$ cat config.mk
export PLATFORM = sky130hd
export DESIGN_NAME = lbse_ram
export DESIGN_NICKNAME = d
export VERILOG_FILES = /design/src/rtl/lbse_ram.sv
export SDC_FILE = /design/constraint.sdc
export NUM_CORES = 1
export LEC_CHECK = 0
export BUFFER_PORTS_ARGS = -buffer_cell sky130_fd_sc_hd__buf_2
export CORE_ASPECT_RATIO = 1.5
export CORE_MARGIN = 1
export CORE_UTILIZATION = 30
export CTS_CLUSTER_DIAMETER = 200
export DETAILED_ROUTE_END_ITERATION = 12
export PLACE_DENSITY_LB_ADDON = 0.1
export SLEW_MARGIN = 15
export SYNTH_ARGS = -nofsm -noshare
export SYNTH_HDL_FRONTEND = slang
export SYNTH_SLANG_ARGS = --single-unit
$ cat constraint.sdc
create_clock -name clk -period 3.9 [get_ports clk]
set_clock_uncertainty 0.2 [all_clocks]
set_input_delay 0.585 -clock clk [delete_from_list [all_inputs] [get_ports clk]]
set_output_delay 0.585 -clock clk [all_outputs]
set_load 0.05 [all_outputs]
$ cat src/rtl/lbse_ram.sv
`default_nettype none
module lbse_ram #(
  parameter int WIDTH = 8,
  parameter int DEPTH = 40,
  localparam int AW = (DEPTH > 1) ? $clog2(DEPTH) : 1
) (
  input  wire logic             clk,
  input  wire logic             we,
  input  wire logic [AW-1:0]    waddr,
  input  wire logic [WIDTH-1:0] wdata,
  input  wire logic [AW-1:0]    raddr,
  output logic      [WIDTH-1:0] rdata
);

  logic [WIDTH-1:0] mem [DEPTH];

  always_ff @(posedge clk) begin
    if (we) begin
      mem[waddr] <= wdata;
    end
    rdata <= mem[raddr];
  end

endmodule
`default_nettype wire

==> impl_results.md, run 1 <==
* Overflow after GRT at 0
* GRT Total Usage at 0.149
* Synth Instances at between 600 and 700
* TritonCTS Buffers at 31
* Kind of end point of the critical path: flip-flop
* Reg2Reg Depth at 5
* Slew Viols, Final at 0
* Post-CTS setup buffer count at 0
* Sink Count at about 330
* Reg2Reg Setup Slack at 2.06 ns
* Synth Register Bits at ~330
* Largest family of logic cells by synthesized area: multiplexers
* DRT antenna net count at 0
* Hold crit path type: primary input to flip-flop
* Synthesized area at ~0.013 mm^2
* Share of flip-flops with an asynchronous set or reset at 0
* Largest area contributor in the netlist: edfxtp_1
* WL per Instance at roughly 24 um
* Worst Hold Depth at 3
* DR vias at roughly 6.3k
* Endpoint, Worst Hold: rdata[7]
* EDFF count, synth at 320
* Synth Area in Adders at 0
* NetSw at 1560 uW
* Vias in the first global route at 6641
* TritonCTS clock tree: yes
* # hold bufs at CTS at 0
* Antenna violations before repair at 0
* Hold_sp: raddr[5]
* Placeable Area at 0.0428 mm^2
* Post-Synth Simple-Gate Area at 0.0273
* Placed cells at 1271
* Pwr/cell area at ~480 mW/mm^2
* Switching Share at 0.220
* Post-synthesis sequential area ratio at 0.752
* DIE HEIGHT at roughly 260 um
* Syn nets at 718
* Clock share of power at 0.388
* Worst reg2reg path endpoint: rdata[6]
* Fmax achieved at slightly below 0.4 GHz
* Post-synthesis xor/xnor area fraction at 0
* Max incr delay on CP at between 0.8 and 0.9 ns
* Clk Tree Root Cell: clkbuf_16
* Worst r2r src: mem[4][6]
* Count of port buffers added during placement at 29
* GPL Wtd Cong at between 0.7 and 0.8
* P_int at 5550 uW
* RSZ-0062 raised after global routing: no
* Synthesis warning total at 0
* Clock Path Buffers at 3
* DR DRC count at 0
* Final Hold Vio Count at 0
* Nets at between 700 and 800
* Status: finished, final reports clean
* Area growth syn-to-layout at 12.8%
* Fin crit share at 0.648
* CTS HTree Levels at 1
* Rows at 93
* DRT Wirelength at about 32000 um
* Sequential Power Share at 0.551
* Top cells by area, synth: edfxtp_1, mux2i_1, mux4_2
* Synth Flop Type: edfxtp_1
* Ports at 30
* Fin crit period at 2.53 ns
* Initial Util at 0.303
* Crit-path max FO at 18
* TritonRoute pass-1 iters at 5
* DIE AREA at 0.0442 mm^2
* 1st-iter DRT viols at approximately 450
* Die X at between 150 and 200 um
* Endpoints failing setup at 0
* Slew headroom at 0.319
* Worst Path Buf+Inv at 2
* Synth Area in Compound Gates at 0.0659
* Vias per cell at around 4.8
* Dpl hpwl at 20800 um
* Crit path max-delay family: simple AND/OR/NAND/NOR gates
* Worst-path clk slew at ~0.070 ns
* Max-cap check violation count at 0
* Share of the synthesized area in the top cell type at 0.740
* CTS resizes at 0
* Critical path required time at ~4.1 ns
* First-pass GRT wire length at 46900 um
* Fill cell count at a little over 4k
* Crit-path slowest cell: and2_1
* Comb pwr share at 0.061
* Worst vdd ir at around 0.00032 V
* Setup_tns at 0 ns
* Crit path arrival time at ~2.8 ns
* Syn_area_per_cell at around 19 um^2
* CP cell instances: buf_2, and2_1, buf_4, a221oi_2, o22ai_1, o41ai_2
* Mux share of post-synthesis cell area at 0.133
* Clk_lat worst skew at approximately 0.58 ns
* Leakage at between 0.004 and 0.005 uW
* Largest net degree at the start of global routing at 41
* Layout cells sized above 1 at 0.179
* Final std cells w/o fill at between 1k and 1.5k
* Worst-Margin Slew at about 1 ns
* WS Path Type: primary input to flip-flop
* Distinct cells, synth at 32
* Worst setup SP type: primary input
tightest hold or removal path: stages:
cell and delay [ns]:
buf_2 0.23, nand2_1 0.12, o41ai_2 0.06
layout make-up:
| type | instances | area, um^2 | area share |
|---|---|---|---|
| clock inverters | 17 | 108 | 0.00734 |
| flip-flops and latches | 328 | 9770 | 0.667 |
| well taps | 570 | 713 | 0.0487 |
| diodes | 1 | 2.50 | 0.000171 |
| clock buffers | 36 | 795 | 0.0542 |
| multi-input cells | 327 | 2950 | 0.201 |
| repair buffers | 46 | 319 | 0.0218 |
cells in the final DEF (no fill, tap or decap), types with 4 or more instances in the layout:
master and n:
a21oi_1 16, a221oi_1 4, a221oi_2 12, a22o_1 16, a22oi_1 32, buf_2 28
buf_4 14, clkbuf_1 5, clkbuf_16 31, clkinv_1 8, clkinv_2 6, dfxtp_1 8
edfxtp_1 320, mux2_2 8, mux2i_1 128, mux4_2 16, nand2_1 15, nand2b_1 5
nand3_1 4, nor2_1 40, o22ai_1 8, o41ai_2 8
Yosys cell counts (2+ instances only):
| cell | number |
|---|---|
| nor3_1 | 2 |
| a21oi_1 | 16 |
| a221oi_2 | 12 |
| buf_8 | 3 |
| nand3_1 | 4 |
| nor2b_1 | 5 |
| clkbuf_1 | 13 |
| buf_2 | 6 |
| a22oi_1 | 32 |
| edfxtp_1 | 320 |
| a221oi_1 | 4 |
| buf_4 | 11 |
| buf_6 | 4 |
| mux2i_1 | 128 |
| nand2_1 | 15 |
| dfxtp_1 | 8 |
| nor2_1 | 41 |
| o41ai_2 | 8 |
| mux2_2 | 8 |
| a22o_1 | 16 |
| buf_1 | 3 |
| o22ai_1 | 8 |
| nand2b_1 | 5 |
| mux4_2 | 16 |
how the worst max path moves through the flow:
| stage | start | end | slack (ns) | cells past startpoint |
|---|---|---|---|---|
| finish | raddr[2] | rdata[3] | 1.37 | 6 |
| global route | raddr[2] | rdata[3] | 1.33 | 6 |
| CTS | raddr[2] | rdata[3] | 1.34 | 6 |
| detailed placement | raddr[2] | rdata[3] | 0.73 | 6 |
| global placement | raddr[2] | rdata[3] | 0.75 | 6 |
| floorplan | waddr[5] | mem[16][0] | 1.65 | 3 |
logic make-up after synthesis:
| family | count (synthesis) |
|---|---|
| simple gates | 79 |
| compound gates | 96 |
| flops | 328 |
| buf+inv | 41 |
| mux | 152 |
power groups by stage:
stage / clock network (uW) / logic, uW / registers [uW]
5_1_grt: 2970 / 465 / 3910
3_3_place_gp: 0 / 442 / 3990
4_1_cts: 2850 / 448 / 3910
6_report: 2760 / 433 / 3920
2_1_floorplan: 0 / 234 / 4020
3_5_place_dp: 0 / 447 / 3990
metrics by stage:
stage | setup WS (ns) | instance area, um^2 | util | power, uW | hold slack, ns
detailed placement | 0.728 | 13800 | 0.321 | 4440 | 0.610
floorplan | 1.65 | 13000 | - | 4250 | 0.484
global placement | 0.750 | 13800 | 0.321 | 4430 | 0.607
global route | 1.33 | 14700 | 0.342 | 7350 | 0.282
CTS | 1.34 | 14700 | 0.342 | 7210 | 0.253
finish | 1.37 | 14700 | 0.342 | 7110 | 0.290
metal layers:
layer | wire length (um) | global-route usage | vias up
met5 | 0 | 0 | -
met4 | 491 | 0.0388 | 0
met3 | 1220 | 0.0189 | 31
met2 | 17000 | 0.268 | 134
met1 | 13500 | 0.187 | 3276
li1 | - | - | 2883
registers in the layout (all words and copies together), names as in the netlist:
name	flops
mem	320
rdata	8
(Power assumes the default switching activity.)
==> inputs of run 2 (changes only) <==
Clock period 3.9 ns to 2.2 ns, I/O delays scaled along.
==> impl_results.md, run 2 (same netlist as run 1, synthesis figures left out) <==
* Crit-path max FO at 11
* NetSw at between 2000 and 3000 uW
* DIE AREA at between 0.04 and 0.05 mm^2
* Comb pwr share at 0.069
* Die X at 172 um
* Status: finished, final reports clean
* Slew headroom at 0.288
* Final Hold Vio Count at 0
* Antenna violations before repair at 0
* DRT antenna net count at 0
* RSZ-0062 raised after global routing: no
* Fill cell count at between 4k and 5k
* Nets at about 840
* Placeable Area at approximately 0.043 mm^2
* Slew Viols, Final at 0
* Ports at 30
* Vias per cell at ~4.7
* Fin crit period at ~2.0 ns
* Largest registers: mem (320), rdata (8)
* Leakage at around 0.0053 uW
* Sequential Power Share at 0.539
* TritonCTS Buffers at 31
* Dpl hpwl at ~23000 um
* Worst-path clk slew at ~0.070 ns
* P_int at approximately 10000 uW
* Worst vdd ir at approximately 0.0006 V
* CTS HTree Levels at 1
* DIE HEIGHT at 257 um
* 1st-iter DRT viols at 387
* Largest net degree at the start of global routing at 41
* Clock share of power at 0.392
* Overflow after GRT at 0
* Crit path arrival time at between 2 and 2.5 ns
* DR DRC count at 0
* Setup_tns at 0 ns
* Count of port buffers added during placement at 29
* Sink Count at around 330
* Worst-Margin Slew at roughly 1.1 ns
* Max reg flops at 320
* DRT Wirelength at 34000 um
* Worst setup SP type: primary input
* Post-CTS setup buffer count at 0
* Fin crit share at 0.888
* Initial Util at 0.303
* Area growth syn-to-layout at 19.0%
* WL per Instance at about 24 um
* DR vias at approximately 6.7k
* Fmax achieved at ~0.51 GHz
* Rows at between 90 and 100
* Pwr/cell area at 832 mW/mm^2
* Hold crit path type: primary input to flip-flop
* Critical path required time at ~2.5 ns
* GRT Total Usage at 0.156
* Commonest non-fill, non-tap cells in the layout: edfxtp_1, mux2i_1, buf_4
* Endpoints failing setup at 0
* Antenna Cells at 0
* WS Path Type: primary input to flip-flop
* Max-cap check violation count at 0
* First-pass GRT wire length at between 40000 and 50000 um
* Clock Path Buffers at 3
* CTS resizes at 0
* Vias in the first global route at 7226
* Biggest register: mem
* TritonRoute pass-1 iters at 4
* Layout cells sized above 1 at 0.264
* Clk_lat worst skew at roughly 0.56 ns
* Kind of end point of the critical path: flip-flop
* TritonCTS clock tree: yes
* Commonest non-fill, non-tap cell in the layout: edfxtp_1
* Hold_ws at 0.0510 ns
* Switching Share at 0.217
* Clk Tree Root Cell: clkbuf_16
* GPL Wtd Cong at around 0.82
* # hold bufs at CTS at 0
run 2: worst paths after layout:
path	cells after the start	slack [ns]	from	to
setup / recovery	8	0.25	raddr[2]	rdata[6]
hold / removal	1	0.05	wdata[7]	mem[7][7]
setup reg to reg	5	0.35	mem[4][6]	rdata[6]
hold reg to reg	4	0.67	mem[37][4]	rdata[4]
run 2: metal layers:
| layer | share of wire | vias up | routed length, um | global-route usage |
|---|---|---|---|---|
| met1 | 0.41 | 3481 | 13900 | 0.189 |
| met2 | 0.54 | 109 | 18300 | 0.286 |
| li1 | - | 3051 | - | - |
| met5 | 0 | - | 0 | 0 |
| met4 | 0.019 | 0 | 632 | 0.0440 |
| met3 | 0.034 | 36 | 1160 | 0.0195 |
run 2: layout make-up:
cell class                 count  area, um^2  share of cell area
tap                          570         713              0.0461
sequential                   328        9770               0.632
clock inverter                15         105             0.00679
timing repair buffer         125        1070              0.0695
clock buffer                  42         857              0.0554
multi-input combinational    327        2950               0.191
run 2: worst max-delay path, stage by stage:
cell and delay [ns]:
buf_2 0.12, buf_4 0.14, and2_1 0.31, buf_12 0.22, a22o_1 0.18, a221oi_1 0.37
o22ai_1 0.17, o41ai_2 0.36
run 2: power groups by stage:
stage	Combinational [uW]	Clock, uW	Sequential (uW)
4_1_cts	918	5210	6930
3_3_place_gp	906	0	7060
5_1_grt	947	5440	6930
3_5_place_dp	916	0	7060
2_1_floorplan	415	0	7120
6_report	892	5040	6930
run 2: per-stage QoR:
stage                     utilization  instance area, um^2  cells  setup slack (ns)  total power [uW]
final                           0.361                15500   1407             0.246             12900
after global routing            0.361                15500   1407             0.225             13300
after CTS                       0.361                15500   1407             0.280             13100
after detailed placement        0.339                14500   1350            -0.307              7980
after global placement          0.339                14500   1350            -0.280              7970
after floorplan                     -                13000    696             0.204              7540
