<file path="config.mk">
export PLATFORM = sky130hd
export DESIGN_NAME = lbse_queue
export DESIGN_NICKNAME = d
export VERILOG_FILES = /design/src/rtl/lbse_queue.sv
export SDC_FILE = /design/constraint.sdc
export NUM_CORES = 1
export LEC_CHECK = 0
export ABC_AREA = 1
export BUFFER_PORTS_ARGS = -buffer_cell sky130_fd_sc_hd__clkbuf_2
export CORE_MARGIN = 2
export CORE_UTILIZATION = 35
export DETAILED_ROUTE_END_ITERATION = 10
export MAX_ROUTING_LAYER = met4
export SYNTH_ARGS = -nofsm -noshare
export SYNTH_HDL_FRONTEND = slang
export SYNTH_SLANG_ARGS = --single-unit
</file>
<file path="constraint.sdc">
create_clock -name clk -period 2 [get_ports clk]
set_input_delay 0.4 -clock clk [delete_from_list [all_inputs] [get_ports clk]]
set_output_delay 0.4 -clock clk [all_outputs]
set_load 0.005 [all_outputs]
</file>
<file path="src/rtl/lbse_queue.sv">
`default_nettype none
module lbse_queue #(
  parameter int WIDTH = 7
) (
  input  wire logic             clk,
  input  wire logic             rst,
  input  wire logic             push,
  input  wire logic [WIDTH-1:0] push_data,
  output logic                  full,
  output logic                  pop_valid,
  input  wire logic             pop,
  output logic      [WIDTH-1:0] pop_data
);

  logic [WIDTH-1:0] slots [2];
  logic             wptr;
  logic             rptr;
  logic [1:0]       count;
  logic             do_push;
  logic             do_pop;

  assign full      = count[1];
  assign pop_valid = count != 2'd0;
  assign pop_data  = slots[rptr];
  assign do_push   = push && !full;
  assign do_pop    = pop && pop_valid;

  always_ff @(posedge clk) begin
    if (do_push) begin
      slots[wptr] <= push_data;
    end
  end

  always_ff @(posedge clk) begin
    if (rst) begin
      wptr  <= 1'b0;
      rptr  <= 1'b0;
      count <= 2'd0;
    end else begin
      if (do_push) begin
        wptr <= !wptr;
      end
      if (do_pop) begin
        rptr <= !rptr;
      end
      if (do_push && !do_pop) begin
        count <= count + 2'd1;
      end else if (do_pop && !do_push) begin
        count <= count - 2'd1;
      end
    end
  end

endmodule
`default_nettype wire

</file>
==> results of run 1 <==
registers in the layout (all words and copies together) (netlist names), named ones only:
register	cells
count	2
rptr	1
slots	14
wptr	1
through the flow:
step                      power [mW]  hold WS, ns
final                           1.08        0.284
after global routing            1.17        0.273
after CTS                       1.10        0.282
after detailed placement       0.913        0.480
after global placement         0.906        0.477
after floorplan                0.801        0.454
power breakdown:
part,switching [mW],internal (mW)
clock network,0.107,0.0775
registers,0.0470,0.512
logic,0.179,0.159
how the worst max path moves through the flow:
stage / startpoint / endpoint / slack (ns) / depth (start not counted)
2_1_floorplan: count[1] / slots[1][0] / 0.75 / 3
3_3_place_gp: push / slots[0][6] / 0.54 / 3
3_5_place_dp: push / slots[0][1] / 0.58 / 3
4_1_cts: register / pop_data[4] / 0.29 / 2
5_1_grt: register / pop_data[4] / 0.22 / 2
6_report: register / pop_data[4] / 0.32 / 2
routing by layer:
layer | GRT usage [%] | share of wire, % | vias up
met5 | - | 0 | -
met1 | 10.4 | 41 | 213
li1 | - | - | 239
met4 | 8.11 | 2.6 | 0
met2 | 17.3 | 49 | 17
met3 | 2.98 | 7.6 | 4
area by class of cell:
| cell class | instances | area [um^2] |
|---|---|---|
| well taps | 27 | 33.8 |
| clock buffers | 4 | 26.3 |
| multi-input cells | 29 | 190 |
| inverters | 8 | 30.0 |
| flip-flops and latches | 19 | 520 |
| fillers | 204 | 1100 |
| repair buffers | 20 | 103 |
cells by family (layout without fill, tap and decap cells):
family / count (synthesis) / in the layout
adders and majority gates: 1 / 1
and+or+nand+nor: 18 / 18
AOI/OAI and AO/OA: 3 / 3
buffers and inverters: 9 / 32
DFF: 19 / 19
muxes: 7 / 7
placed cells by master (no fill, tap or decap):
master and instances:
o21ai_0 1, clkbuf_2 19, clkbuf_1 1, nand3_1 2, nor2_1 6, clkbuf_4 3, dfxtp_1 5, edfxtp_1 14
a21oi_1 2, buf_4 1, nand4_1 1, inv_1 7, nand2_1 6, inv_2 1, ha_1 1, nand2_2 2
mux2_2 7, nor3_2 1
==> impl_metrics.csv, run 1 <==
group,metric,value,unit
outcome,status,"finished clean",
route,via_per_inst,4.42,
logic_synthesis,synth_edf_count,14,
critical_path,critPathLaunchType,"register",
final_layout,final_core_util,45.1,%
logic_synthesis,ys_seq_elements,19,
route,antenna_left,0,
cts,cts_max_level,1,
global_routing,grt_antenna_before_repair,0,
global_routing,grt_pass1_wl,1870,um
cts,clock_sinks,19,
critical_path,critPathMaxFanout,7,
placement,numPortBuffers,19,
logic_synthesis,synth_area_leader_cell,"edfxtp_1",
critical_path,crit_arrival,1.28,ns
logic_synthesis,synthMuxAreaShare,10.5,%
logic_synthesis,synth_flop_cell,"edfxtp_1",
final_layout,area_growth,20.1,%
floorplan,start_util,37.6,%
logic_synthesis,synth_top_cells_by_count,"14 x edfxtp_1, 7 x inv_1, 7 x mux2_2",
logic_synthesis,synth-seq-area-share,69.2,%
floorplan,fp-row-count,16,
sta,layout_setup_ws,0.324,ns
critical_path,cp_slowest_cell,"dfxtp_1",
sta,fin_skew,0.00105,ns
sta,period_needed,1.68,ns
hold_path,worstHoldStart,"rst",
critical_path,r2r_setup_slack,0.65,ns
cts,cts_tree,"yes",
sta,fin_setup_tns,0,ns
logic_synthesis,yosys.cell_count.top_type,"edfxtp_1",
final_layout,fin_nets,93,
critical_path,crit_type,"register to output port",
sta,max_freq,597,MHz
cts,clk_latency,0.29,ns
route,drt-total-wl,1120,um
final_layout,n_antenna_cell,0,
route,dr.first_iter.drc_count,5,
route,drc,0,
power_and_ir_drop,vdd_drop_max,554,uV
cts,ctsHoldBuffers,0,
logic_synthesis,synthSimpleGateAreaFrac,11.1,%
sta,maxSlewViolCount,0,
cts,clk_pin_slew,0.10,ns
route,vias,473,
logic_synthesis,synth_top_family_by_area,"simple AND/OR/NAND/NOR gates",
critical_path,endpoint_kind,"output port",
global_routing,grt_overflow,0,
final_layout,fin_area,903,um^2
floorplan,dieArea,2540,um^2
critical_path,r2r-start,"count[1]",
hold_path,hold_end,"wptr",
cts,clock_path_buffers,2,
logic_synthesis,synth.area.top_cells,"edfxtp_1 56%, dfxtp_1 13%, mux2_2 10%, inv_1 3.5%, nand2_1 3.0%",
placement,placed_area,877,um^2
placement,dp_hpwl,856,um
sta,max_slew.worst_pin.slew,0.589,ns
sta,post-route-period-util,83.8,%
floorplan,core,2000,um^2
critical_path,cpPeakStageDelay,0.50,ns
logic_synthesis,synthAdderAreaFrac,1.66,%
logic_synthesis,synthCells,57,
flow_run,cap_violations,0,
final_layout,drive_gt1_share,42.5,%
sta,max_slew_margin,60.6,%
critical_path,worstPathCellList,"mux2_2, clkbuf_2",
cts,root_buffer,"clkbuf_4",
critical_path,reg2reg_depth,3,
logic_synthesis,yosys_warnings,0,
hold_path,min_path_cells,2,
route,drt_first_pass_iters,4,
logic_synthesis,syn_nets,69,
critical_path,crit_family,"flip-flops",
hold_path,hold_path.class,"primary input to register",
floorplan,ioPinCount,20,
logic_synthesis,synth_xor_area_share,0,%
logic_synthesis,synth_top_area_share,55.9,%
sta,rsz0062_at_grt,"no",
critical_path,crit_buf_inv,1,
logic_synthesis,syn_area,752,um^2
placement,dp_slack,0.578,ns
global_routing,grt_pass1_vias,463,
final_layout,finalNonFillerCells,107,
cts,post_cts_resized,0,
global_routing,track_usage,10.5,%
global_routing,grt_max_degree,11,
logic_synthesis,async_flop_share,0,%
logic_synthesis,synth-compound-area-share,2.00,%
logic_synthesis,synth.avg_cell_area,13.2,um^2
cts,cts_setup_buffers,0,
critical_path,crit_required,1.60,ns
critical_path,rr_endpoint,"slots[0][1]",
floorplan,dieHeight,50.4,um
route,wire_per_inst,10.5,um
sta,hold_violations,0,
logic_synthesis,synth_cell_types,15,
sta,report.final.setup_viol,0,
placement,place.gp.congestion,0.666,
cts,numCtsBuffers,3,
power_and_ir_drop,powerDensity,1200,nW/um^2
power_and_ir_drop,leakagePower,0.385,nW
placement,placed_cells,103,
floorplan,die_w,50.4,um
Note: power is estimated with default switching activity, not from simulation.
==> run 2, diff against run 1 <==
--- a/config.mk
+++ b/config.mk
@@ -5,7 +5,7 @@
 export SDC_FILE = /design/constraint.sdc
 export NUM_CORES = 1
 export LEC_CHECK = 0
-export ABC_AREA = 1
+export ABC_AREA = 0
 export BUFFER_PORTS_ARGS = -buffer_cell sky130_fd_sc_hd__clkbuf_2
 export CORE_MARGIN = 2
 export CORE_UTILIZATION = 35
==> constraint.sdc (replaced) <==
create_clock -name clk -period 1.5 [get_ports clk]
set_input_delay 0.3 -clock clk [delete_from_list [all_inputs] [get_ports clk]]
set_output_delay 0.3 -clock clk [all_outputs]
set_load 0.005 [all_outputs]
==> run 2 against run 1 <==
  * Sequential power increased by 37%
  * First-iteration DRC count shrank 100%
  * Setup slack lost 0.27 ns
  * Critical path depth did not move
  * Clock power increased by 30%
  * Combinational power is 34% higher
  * Utilization up 1.1 points
  * Clock-buffer cell count decreased by 1
  * Total power rose by 35%
  * Critical path type unchanged
==> impl_metrics.csv, run 2 <==
group,metric,value,unit
outcome,status,"finished clean",
flow_run,cap_violations,0,
power_and_ir_drop,power,1.46,mW
logic_synthesis,yosys_warnings,0,
power_and_ir_drop,powerDensity,1620,nW/um^2
final_layout,area_growth,26.0,%
route,wire_per_inst,10.4,um
logic_synthesis,synthSimpleGateAreaFrac,6.49,%
cts,clock_path_buffers,2,
cts,clk_latency,0.28,ns
final_layout,reg.largest.list,"slots: 14 flops, count: 2 flops",
logic_synthesis,yosys.cell_count.top_type,"edfxtp_1",
power_and_ir_drop,leakagePower,0.364,nW
critical_path,cp_slowest_cell,"dfxtp_4",
global_routing,grt_pass1_vias,424,
global_routing,grt_overflow,0,
route,drt-total-wl,1000,um
floorplan,dieHeight,49.1,um
logic_synthesis,synth.avg_cell_area,16.2,um^2
route,drc,0,
final_layout,num-fill-cells,190,
sta,max_slew.worst_pin.slew,0.331,ns
route,antenna_left,0,
critical_path,endpoint_kind,"output port",
sta,report.final.setup_viol,0,
critical_path,crit_required,1.20,ns
final_layout,largest_reg_flops,14,
route,dr.first_iter.drc_count,0,
sta,post-route-period-util,96.6,%
critical_path,r2r-start,"count[0]",
logic_synthesis,synth_xor_area_share,4.91,%
power_and_ir_drop,vdd_drop_max,1070,uV
logic_synthesis,syn_area,713,um^2
route,drt_first_pass_iters,1,
logic_synthesis,syn_nets,56,
cts,numCtsBuffers,3,
logic_synthesis,synth_area_leader_cell,"edfxtp_1",
floorplan,core,1940,um^2
global_routing,grt_max_degree,12,
logic_synthesis,ys_seq_elements,19,
hold_path,worstHoldStart,"push_data[6]",
floorplan,start_util,36.7,%
logic_synthesis,async_flop_share,0,%
critical_path,crit_arrival,1.15,ns
critical_path,r2r_setup_slack,0.08,ns
floorplan,fp-row-count,16,
route,vias,432,
logic_synthesis,synthAdderAreaFrac,1.75,%
logic_synthesis,synth-seq-area-share,73.0,%
floorplan,ioPinCount,20,
sta,period_needed,1.45,ns
placement,numPortBuffers,19,
sta,fin_skew,0.00122,ns
global_routing,grt_pass1_wl,1780,um
hold_path,hold_end,"slots[1][6]",
placement,place.gp.congestion,0.617,
final_layout,n_antenna_cell,0,
logic_synthesis,synth_top_cells_by_count,"14 x edfxtp_1, 7 x mux2_2, 5 x dfxtp_1",
critical_path,critPathLaunchType,"register",
route,via_per_inst,4.45,
floorplan,die_w,49.1,um
sta,rsz0062_at_grt,"yes",
logic_synthesis,synth-compound-area-share,2.11,%
hold_path,min_path_cells,1,
cts,root_buffer,"clkbuf_4",
critical_path,critPathMaxFanout,7,
logic_synthesis,synth_top_area_share,58.9,%
final_layout,finalNonFillerCells,97,
logic_synthesis,synth_cell_types,14,
final_layout,final_common_cell,"clkbuf_2",
logic_synthesis,synthCells,44,
sta,max_slew_margin,77.9,%
global_routing,grt_antenna_before_repair,0,
floorplan,dieArea,2410,um^2
cts,clk_pin_slew,0.10,ns
final_layout,final_core_util,46.3,%
sta,hold_violations,0,
logic_synthesis,synth_flop_cell,"edfxtp_1",
logic_synthesis,synth_edf_count,14,
critical_path,worstPathCellList,"mux2_2, clkbuf_2",
logic_synthesis,synthMuxAreaShare,11.1,%
critical_path,cpPeakStageDelay,0.41,ns
logic_synthesis,synth.area.top_cells,"edfxtp_1 59%, dfxtp_1 14%, mux2_2 11%, xor2_1 3.7%, nor2_1 2.1%",
final_layout,drive_gt1_share,51.4,%
cts,ctsHoldBuffers,0,
cts,clock_sinks,19,
global_routing,track_usage,10.1,%
placement,dp_hpwl,765,um
critical_path,reg2reg_depth,4,
hold_path,hold_path.class,"primary input to register",
cts,cts_tree,"yes",
critical_path,rr_endpoint,"count[1]",
critical_path,crit_type,"register to output port",
final_layout,fin_nets,83,
placement,placed_cells,93,
final_layout,final_cell_mix,"19 x clkbuf_2, 14 x edfxtp_1, 7 x mux2_2",
cts,cts_max_level,1,
sta,maxSlewViolCount,0,
final_layout,largest_register,"slots",
sta,max_freq,690,MHz
logic_synthesis,synth_top_family_by_area,"multiplexers",
-- run 2: layer usage --
layer  GRT usage, %  share of wire (%)
met1           11.2                 42
met2           16.4                 50
met3           4.60                7.5
met4           2.86               0.60
met5              -                  0
-- run 2: area by class of cell --
type / count / area, um^2 / area share [%]
tap: 27 / 33.8 / 3.76
sequential: 19 / 524 / 58.4
clock inverter: 1 / 5.00 / 0.557
multi-input combinational: 24 / 188 / 20.9
clock buffer: 3 / 22.5 / 2.51
timing repair buffer: 23 / 125 / 13.9
-- run 2: worst max-delay path by stage --
stage | start | to | slack, ns | cells after the start
2_1_floorplan | count[0] | count[1] | 0.07 | 4
3_3_place_gp | push | count[1] | 0.09 | 5
3_5_place_dp | count[0] | count[1] | 0.02 | 4
4_1_cts | register | pop_data[1] | 0.03 | 2
5_1_grt | register | pop_data[6] | -0.02 | 2
6_report | register | pop_data[0] | 0.05 | 2
-- run 2: per-stage QoR --
stage               setup slack, ns  hold WS [ns]  cell area [um^2]  TNS, ns
floorplan                    0.0719         0.369               713        0
CTS                          0.0338         0.191               898        0
finish                       0.0507         0.203               898        0
global placement             0.0939         0.486               867        0
global route                -0.0158         0.177               898  -0.0468
detailed placement           0.0154         0.498               867        0
-- run 2: report_power, final --
group          internal (mW)  switching (mW)
Combinational          0.264           0.188
Clock                 0.0990           0.140
Sequential             0.692          0.0751
-- run 2: logic make-up (layout without fill, tap and decap cells) --
kind of cell / after synthesis / in the layout
AO/OA/AOI/OAI: 3 / 3
XOR/XNOR: 4 / 4
adder cells (fa/ha/maj): 1 / 1
buffers and inverters: 1 / 27
flip-flops: 19 / 19
multiplexers: 7 / 7
AND/OR/NAND/NOR: 9 / 9
-- run 2: repair_timing --
| item | 4_1_cts | 5_1_grt |
|---|---|---|
| endpoints found under the setup margin | 8 | 6 |
| gates cloned | 0 | 0 |
| buffers inserted | 0 | 0 |
| gates resized for setup | 3 | 0 |
-- run 2: worst max-delay path: cells and delay by family, from the launching register on --
kind	cells	cell delay, ns
buffers and inverters	1	0.11
DFF	1	0.41
muxes	1	0.34
