File: src/rtl/lbse_pkg.sv
`default_nettype none
package lbse_pkg;

  // Default text store depth; the top level may override it (1 to 63).
  localparam int MAX_CHARS = 40;

  localparam int LEN_W    = 6;
  localparam int WEIGHT_W = 6;
  localparam int C128_MOD = 103;

  // Configuration register indexes.
  localparam logic REG_SYMBOLOGY  = 1'b0;
  localparam logic REG_WIDE_WIDTH = 1'b1;

  localparam logic [6:0] C128_START_B = 7'd104;
  localparam logic [6:0] C128_START_C = 7'd105;
  localparam logic [6:0] C128_STOP    = 7'd106;
  // Check sums start at the start value reduced mod 103.
  localparam logic [6:0] C128_SEED_B  = 7'd1;
  localparam logic [6:0] C128_SEED_C  = 7'd2;

  localparam logic [3:0] CNT_C39      = 4'd9;
  localparam logic [3:0] CNT_C128     = 4'd6;
  localparam logic [3:0] CNT_C128_END = 4'd7;

  localparam logic [7:0] ASCII_ZERO  = 8'h30;
  localparam logic [7:0] ASCII_SPACE = 8'h20;

  // Start and stop character '*': one bit per element, first element on the left.
  localparam logic [8:0] C39_FRAME = 9'b010010100;

  typedef struct packed {
    logic [8:0][2:0] elem;
    logic [3:0]      count;
    logic            gap;
    logic            last;
  } sym_t;

  typedef struct packed {
    logic [LEN_W-1:0] len;
    logic             digits;
  } job_t;

  typedef enum logic [2:0] {
    ST_IDLE,
    ST_START,
    ST_FETCH,
    ST_LOAD,
    ST_ACC,
    ST_CHECK,
    ST_STOP
  } back_state_t;

  typedef logic [6:0] mod_tab_t [256];

  // Residue of (index * 64) mod 103, built at elaboration.
  function automatic mod_tab_t build_mod_tab();
    mod_tab_t t;
    for (int i = 0; i < 256; i++) begin
      t[i] = 7'((i * 64) % C128_MOD);
    end
    return t;
  endfunction

  localparam mod_tab_t MOD_TAB = build_mod_tab();

  // x mod 103 for a 14-bit x: the upper bits go through the table, then one
  // conditional subtract.
  function automatic logic [6:0] mod103(input logic [13:0] x);
    logic [7:0] r;
    r = {1'b0, MOD_TAB[x[13:6]]} + {2'b00, x[5:0]};
    if (r >= 8'(C128_MOD)) begin
      r = r - 8'(C128_MOD);
    end
    return r[6:0];
  endfunction

  // Code 39 lookup: bit 9 is set when the byte is in the character set,
  // bits 8:0 give the wide elements, first element in bit 8.
  function automatic logic [9:0] c39_lookup(input logic [7:0] b);
    logic [7:0] c;
    logic [9:0] r;
    c = b;
    if (b inside {[8'h61:8'h7A]}) begin
      c = b - 8'h20;
    end
    case (c)
      "0":     r = {1'b1, 9'b000110100};
      "1":     r = {1'b1, 9'b100100001};
      "2":     r = {1'b1, 9'b001100001};
      "3":     r = {1'b1, 9'b101100000};
      "4":     r = {1'b1, 9'b000110001};
      "5":     r = {1'b1, 9'b100110000};
      "6":     r = {1'b1, 9'b001110000};
      "7":     r = {1'b1, 9'b000100101};
      "8":     r = {1'b1, 9'b100100100};
      "9":     r = {1'b1, 9'b001100100};
      "A":     r = {1'b1, 9'b100001001};
      "B":     r = {1'b1, 9'b001001001};
      "C":     r = {1'b1, 9'b101001000};
      "D":     r = {1'b1, 9'b000011001};
      "E":     r = {1'b1, 9'b100011000};
      "F":     r = {1'b1, 9'b001011000};
      "G":     r = {1'b1, 9'b000001101};
      "H":     r = {1'b1, 9'b100001100};
      "I":     r = {1'b1, 9'b001001100};
      "J":     r = {1'b1, 9'b000011100};
      "K":     r = {1'b1, 9'b100000011};
      "L":     r = {1'b1, 9'b001000011};
      "M":     r = {1'b1, 9'b101000010};
      "N":     r = {1'b1, 9'b000010011};
      "O":     r = {1'b1, 9'b100010010};
      "P":     r = {1'b1, 9'b001010010};
      "Q":     r = {1'b1, 9'b000000111};
      "R":     r = {1'b1, 9'b100000110};
      "S":     r = {1'b1, 9'b001000110};
      "T":     r = {1'b1, 9'b000010110};
      "U":     r = {1'b1, 9'b110000001};
      "V":     r = {1'b1, 9'b011000001};
      "W":     r = {1'b1, 9'b111000000};
      "X":     r = {1'b1, 9'b010010001};
      "Y":     r = {1'b1, 9'b110010000};
      "Z":     r = {1'b1, 9'b011010000};
      "-":     r = {1'b1, 9'b010000101};
      ".":     r = {1'b1, 9'b110000100};
      " ":     r = {1'b1, 9'b011000100};
      "$":     r = {1'b1, 9'b010101000};
      "/":     r = {1'b1, 9'b010100010};
      "+":     r = {1'b1, 9'b010001010};
      "%":     r = {1'b1, 9'b000101010};
      default: r = 10'd0;
    endcase
    return r;
  endfunction

  // Code 128 element widths, one nibble each, first element in the top nibble.
  // Six-element symbols leave the last nibble zero.
  function automatic logic [27:0] c128_pattern(input logic [6:0] v);
    logic [27:0] p;
    case (v)
      7'd0:   p = 28'h2122220;  7'd1:   p = 28'h2221220;
      7'd2:   p = 28'h2222210;  7'd3:   p = 28'h1212230;
      7'd4:   p = 28'h1213220;  7'd5:   p = 28'h1312220;
      7'd6:   p = 28'h1222130;  7'd7:   p = 28'h1223120;
      7'd8:   p = 28'h1322120;  7'd9:   p = 28'h2212130;
      7'd10:  p = 28'h2213120;  7'd11:  p = 28'h2312120;
      7'd12:  p = 28'h1122320;  7'd13:  p = 28'h1221320;
      7'd14:  p = 28'h1222310;  7'd15:  p = 28'h1132220;
      7'd16:  p = 28'h1231220;  7'd17:  p = 28'h1232210;
      7'd18:  p = 28'h2232110;  7'd19:  p = 28'h2211320;
      7'd20:  p = 28'h2212310;  7'd21:  p = 28'h2132120;
      7'd22:  p = 28'h2231120;  7'd23:  p = 28'h3121310;
      7'd24:  p = 28'h3112220;  7'd25:  p = 28'h3211220;
      7'd26:  p = 28'h3212210;  7'd27:  p = 28'h3122120;
      7'd28:  p = 28'h3221120;  7'd29:  p = 28'h3222110;
      7'd30:  p = 28'h2121230;  7'd31:  p = 28'h2123210;
      7'd32:  p = 28'h2321210;  7'd33:  p = 28'h1113230;
      7'd34:  p = 28'h1311230;  7'd35:  p = 28'h1313210;
      7'd36:  p = 28'h1123130;  7'd37:  p = 28'h1321130;
      7'd38:  p = 28'h1323110;  7'd39:  p = 28'h2113130;
      7'd40:  p = 28'h2311130;  7'd41:  p = 28'h2313110;
      7'd42:  p = 28'h1121330;  7'd43:  p = 28'h1123310;
      7'd44:  p = 28'h1321310;  7'd45:  p = 28'h1131230;
      7'd46:  p = 28'h1133210;  7'd47:  p = 28'h1331210;
      7'd48:  p = 28'h3131210;  7'd49:  p = 28'h2113310;
      7'd50:  p = 28'h2311310;  7'd51:  p = 28'h2131130;
      7'd52:  p = 28'h2133110;  7'd53:  p = 28'h2131310;
      7'd54:  p = 28'h3111230;  7'd55:  p = 28'h3113210;
      7'd56:  p = 28'h3311210;  7'd57:  p = 28'h3121130;
      7'd58:  p = 28'h3123110;  7'd59:  p = 28'h3321110;
      7'd60:  p = 28'h3141110;  7'd61:  p = 28'h2214110;
      7'd62:  p = 28'h4311110;  7'd63:  p = 28'h1112240;
      7'd64:  p = 28'h1114220;  7'd65:  p = 28'h1211240;
      7'd66:  p = 28'h1214210;  7'd67:  p = 28'h1411220;
      7'd68:  p = 28'h1412210;  7'd69:  p = 28'h1122140;
      7'd70:  p = 28'h1124120;  7'd71:  p = 28'h1221140;
      7'd72:  p = 28'h1224110;  7'd73:  p = 28'h1421120;
      7'd74:  p = 28'h1422110;  7'd75:  p = 28'h2412110;
      7'd76:  p = 28'h2211140;  7'd77:  p = 28'h4131110;
      7'd78:  p = 28'h2411120;  7'd79:  p = 28'h1341110;
      7'd80:  p = 28'h1112420;  7'd81:  p = 28'h1211420;
      7'd82:  p = 28'h1212410;  7'd83:  p = 28'h1142120;
      7'd84:  p = 28'h1241120;  7'd85:  p = 28'h1242110;
      7'd86:  p = 28'h4112120;  7'd87:  p = 28'h4211120;
      7'd88:  p = 28'h4212110;  7'd89:  p = 28'h2121410;
      7'd90:  p = 28'h2141210;  7'd91:  p = 28'h4121210;
      7'd92:  p = 28'h1111430;  7'd93:  p = 28'h1113410;
      7'd94:  p = 28'h1311410;  7'd95:  p = 28'h1141130;
      7'd96:  p = 28'h1143110;  7'd97:  p = 28'h4111130;
      7'd98:  p = 28'h4113110;  7'd99:  p = 28'h1131410;
      7'd100: p = 28'h1141310;  7'd101: p = 28'h3111410;
      7'd102: p = 28'h4111310;  7'd103: p = 28'h2114120;
      7'd104: p = 28'h2112140;  7'd105: p = 28'h2112320;
      7'd106: p = 28'h2331112;
      default: p = 28'h2122220;
    endcase
    return p;
  endfunction

endpackage
`default_nettype wire

File: src/rtl/lbse_front.sv
`default_nettype none
module lbse_front #(
  parameter int MAX_CHARS = lbse_pkg::MAX_CHARS,
  localparam int AW = (MAX_CHARS > 1) ? $clog2(MAX_CHARS) : 1
) (
  input  wire logic            clk,
  input  wire logic            rst,
  input  wire logic            in_valid,
  output logic                 in_ready,
  input  wire logic            req_type,
  input  wire logic [7:0]      char_code,
  input  wire logic            hold,
  output logic                 wr_en,
  output logic [AW-1:0]        wr_addr,
  output logic [7:0]           wr_data,
  output logic                 job_push,
  output lbse_pkg::job_t       job
);

  logic [lbse_pkg::LEN_W-1:0] text_length;
  logic                       digits_only;
  logic                       accept;
  logic                       room;

  // Loads touch the text store, so nothing is taken while the back end reads it.
  assign in_ready = !hold;
  assign accept   = in_valid && in_ready;
  assign room     = text_length < lbse_pkg::LEN_W'(MAX_CHARS);

  assign wr_en    = accept && !req_type && room;
  assign wr_addr  = text_length[AW-1:0];
  assign wr_data  = char_code;

  assign job_push   = accept && req_type && (text_length != '0);
  assign job.len    = text_length;
  assign job.digits = digits_only;

  always_ff @(posedge clk) begin
    if (rst) begin
      text_length <= '0;
      digits_only <= 1'b1;
    end else if (accept) begin
      if (req_type) begin
        text_length <= '0;
        digits_only <= 1'b1;
      end else if (room) begin
        text_length <= text_length + 1'b1;
        if (!(char_code inside {[8'h30:8'h39]})) begin
          digits_only <= 1'b0;
        end
      end
    end
  end

endmodule
`default_nettype wire

File: config.mk
export PLATFORM = sky130hd
export DESIGN_NAME = lbse_front
export DESIGN_NICKNAME = d
export VERILOG_FILES = /design/src/rtl/lbse_pkg.sv /design/src/rtl/lbse_front.sv
export SDC_FILE = /design/constraint.sdc
export NUM_CORES = 1
export LEC_CHECK = 0
export BUFFER_PORTS_ARGS = -buffer_cell sky130_fd_sc_hd__buf_2
export CORE_AREA = 2 2 39 41
export DETAILED_ROUTE_END_ITERATION = 8
export DIE_AREA = 0 0 41 43
export GPL_TIMING_DRIVEN = 0
export PLACE_DENSITY = 0.75
export RECOVER_POWER = 50
export SLEW_MARGIN = 25
export SYNTH_ARGS = -nofsm -noshare
export SYNTH_HDL_FRONTEND = slang
export SYNTH_SLANG_ARGS = --single-unit
File: constraint.sdc
create_clock -name clk -period 4.02 [get_ports clk]
set_clock_uncertainty 0.2 [all_clocks]
set_input_delay 0.402 -clock clk [delete_from_list [all_inputs] [get_ports clk]]
set_output_delay 0.402 -clock clk [all_outputs]
set_load 0.01 [all_outputs]
==> impl_metrics.tcl <==
set metrics [dict create \
    multi_input_area_sq_um 219 \
    route.detailed.drc 0 \
    switching_share 0.256 \
    seqCellArea_sq_um 140 \
    cts_setup_buffers 0 \
    fillers 153 \
    synth_area_leader_cell "dfxtp_1" \
    critical_path.max_fanout 9 \
    die_y_um 43 \
    antenna_found_initial 0 \
    via_per_inst 4.65 \
    cp.required_ns 3.42 \
    cts_made_buffers 3 \
    seq_area_frac_synth 0.284 \
    setup_viol 0 \
    clk_pin_slew_worst_paths_ns 0.05 \
    hold_viol 0 \
    yosys_warnings 0 \
    grt-ovfl-total 0 \
    slew_violations 0 \
    core-area_sq_um 1380 \
    cts_resized 0 \
    hold_ws_ns 0.169 \
    outcome "completed" \
    synth_top_cell_area_share 0.284 \
    pwr-share-seq 0.427 \
    slew-limit-headroom 0.735 \
    io_pins 37 \
    final_antenna_net_count 0 \
    p_leak_uw 0.000352 \
    netlist_area_sq_um 494 \
    grt.total_usage 0.149 \
    synth_fp_nets 78 \
    rsz0062_at_grt "no" \
    tns_ns 0 \
    cts_buffer_depth 2 \
    area_delta_synth_final_pct 41.3 \
    cts_tree "done" \
    ir_drop_uv 178 \
    start_util 0.357 \
    synthCells 63 \
    num_antenna_cells 0 \
    p_comb_frac 0.190 \
    synth_most_common_cell "buf_4" \
    hold_buffers 0 \
    htreeDepth 1 \
    p_per_area_nw_per_um2 242 \
    die_w_um 41 \
    first_global_vias 436 \
    post_drt_wl_per_cell_um 9.09 \
    drv_cap 0 \
    synth_common_cells "buf_4 (16), nor2_1 (8), dfxtp_1 (7)" \
    end_kind "output pin" \
    dp_hpwl_um 878 \
    num_vias 549 \
    ys_seq_elements 7 \
    worstPathArrival_ns 1.31 \
    drtIter0Drc 12 \
    root_buffer "clkbuf_4" \
    tightestPinTransition_ns 0.395 \
    fin_nets 118 \
    routed_wl_um 1070 \
    gp_congestion 0.808 \
    portBuffers 35 \
    max_freq_mhz 524 \
    layout-drive-gt1-share 0.402 \
    start_kind "flop" \
    cts.sinks 7 \
    first_pass_iters 4 \
    clkPwrFrac 0.383 \
    worstSetupPathType "flop to output pin" \
    grt_pass1_wl_um 1760 \
    ys_async_sr_fraction 0 \
    min_path_type "input port to flop" \
    switchingPower_uw 43.2 \
    period_share 0.475 \
    finalCriticalPeriod_ns 1.91 \
    synth_edf_count 0 \
    synth_area_leaders "dfxtp_1 (28%), buf_4 (24%), nor2_1 (6.1%)" \
    dominantRegCellSynth "dfxtp_1" \
    rows 14 \
    synth.avg_cell_area_sq_um 7.84 \
    yosysUniqueCellTypes 23 \
    intPower_uw 126 \
    die_area_sq_um 1760 \
    insertion_delay_ns 0.25 \
    grt_max_degree 10 \
]
==> per-layer routing <==
layer	GRT usage	routed length, um	share of wire	vias up
li1	-	-	-	276
met1	0.174	445	0.41	240
met2	0.219	464	0.43	31
met4	0.100	19	0.018	0
met3	0.0471	143	0.13	2
met5	0	0	0	-
==> placed cells by master, fill, tap and decap left out <==
| cell | n |
|---|---|
| nand3_1 | 2 |
| a21oi_1 | 1 |
| a22oi_1 | 1 |
| buf_4 | 16 |
| nand2b_1 | 1 |
| and3b_1 | 1 |
| dfxtp_1 | 7 |
| a21o_1 | 1 |
| and3_1 | 1 |
| clkbuf_4 | 3 |
| o21ai_2 | 1 |
| buf_2 | 21 |
| nand2_1 | 4 |
| a41o_1 | 1 |
| nand3b_1 | 2 |
| and2b_1 | 1 |
| nor3_1 | 1 |
| inv_1 | 4 |
| clkbuf_1 | 15 |
| o21ai_1 | 2 |
| o211ai_1 | 1 |
| nor2_1 | 8 |
| xnor2_1 | 1 |
| a31oi_1 | 3 |
| nor4_1 | 1 |
| ha_1 | 2 |
==> kinds of logic after synthesis <==
group	count (synthesis)	synth area share
compound gates	11	0.152
xor+xnor	1	0.0177
fa+ha+maj	2	0.0506
buf+inv	20	0.273
flops	7	0.284
simple gates	22	0.223
==> power by group through the flow <==
stage	Combinational, uW	Sequential (uW)	Clock (uW)
after global placement	33.2	73.5	0
after floorplan	18.6	73.7	0
after CTS	33.9	72.1	66.4
after detailed placement	33.8	73.6	0
final	32.1	72.1	64.7
after global routing	36.3	72.2	71.7
==> worst max-delay path: stages (launching register included) <==
cell and delay (ns):
dfxtp_1 0.47, o21ai_2 0.12, and3b_1 0.17, buf_4 0.15, buf_2 0.14
==> sequential cells by signal, summed over array words and instances (netlist names) <==
name,cells
digits_only,1
wr_addr,6
==> cell type report <==
class / count / area share
plain buffers: 16 / 0.172
clock buffers: 4 / 0.0376
inverters: 4 / 0.0215
multi-input cells: 36 / 0.314
flip-flops and latches: 7 / 0.201
well taps: 16 / 0.0287
repair buffers: 35 / 0.226
==> per-stage QoR <==
step                power, uW   util  setup WS, ns  instance area, sq um  std cells
global route              180  0.505          2.02                   698        118
global placement          107  0.498          2.22                   689        114
CTS                       172  0.517          2.11                   716        118
detailed placement        107  0.498          2.22                   689        114
finish                    169  0.505          2.11                   698        118
floorplan                92.3      -          2.50                   494         63
==> path summary, 6_finish.rpt <==
kind	startpoint	endpoint	slack (ns)	cells past startpoint
worst min-delay path	rst	wr_addr[2]$_SDFFE_PP0P_	0.17	2
worst max-delay path	wr_addr[3]$_SDFFE_PP0P_	wr_en	2.11	4
worst max register to register	wr_addr[3]$_SDFFE_PP0P_	wr_addr[3]$_SDFFE_PP0P_	2.56	4
worst min register to register	digits_only$_SDFFE_PP1P_	digits_only$_SDFFE_PP1P_	0.25	1
Power figures use the tool's default switching activity.
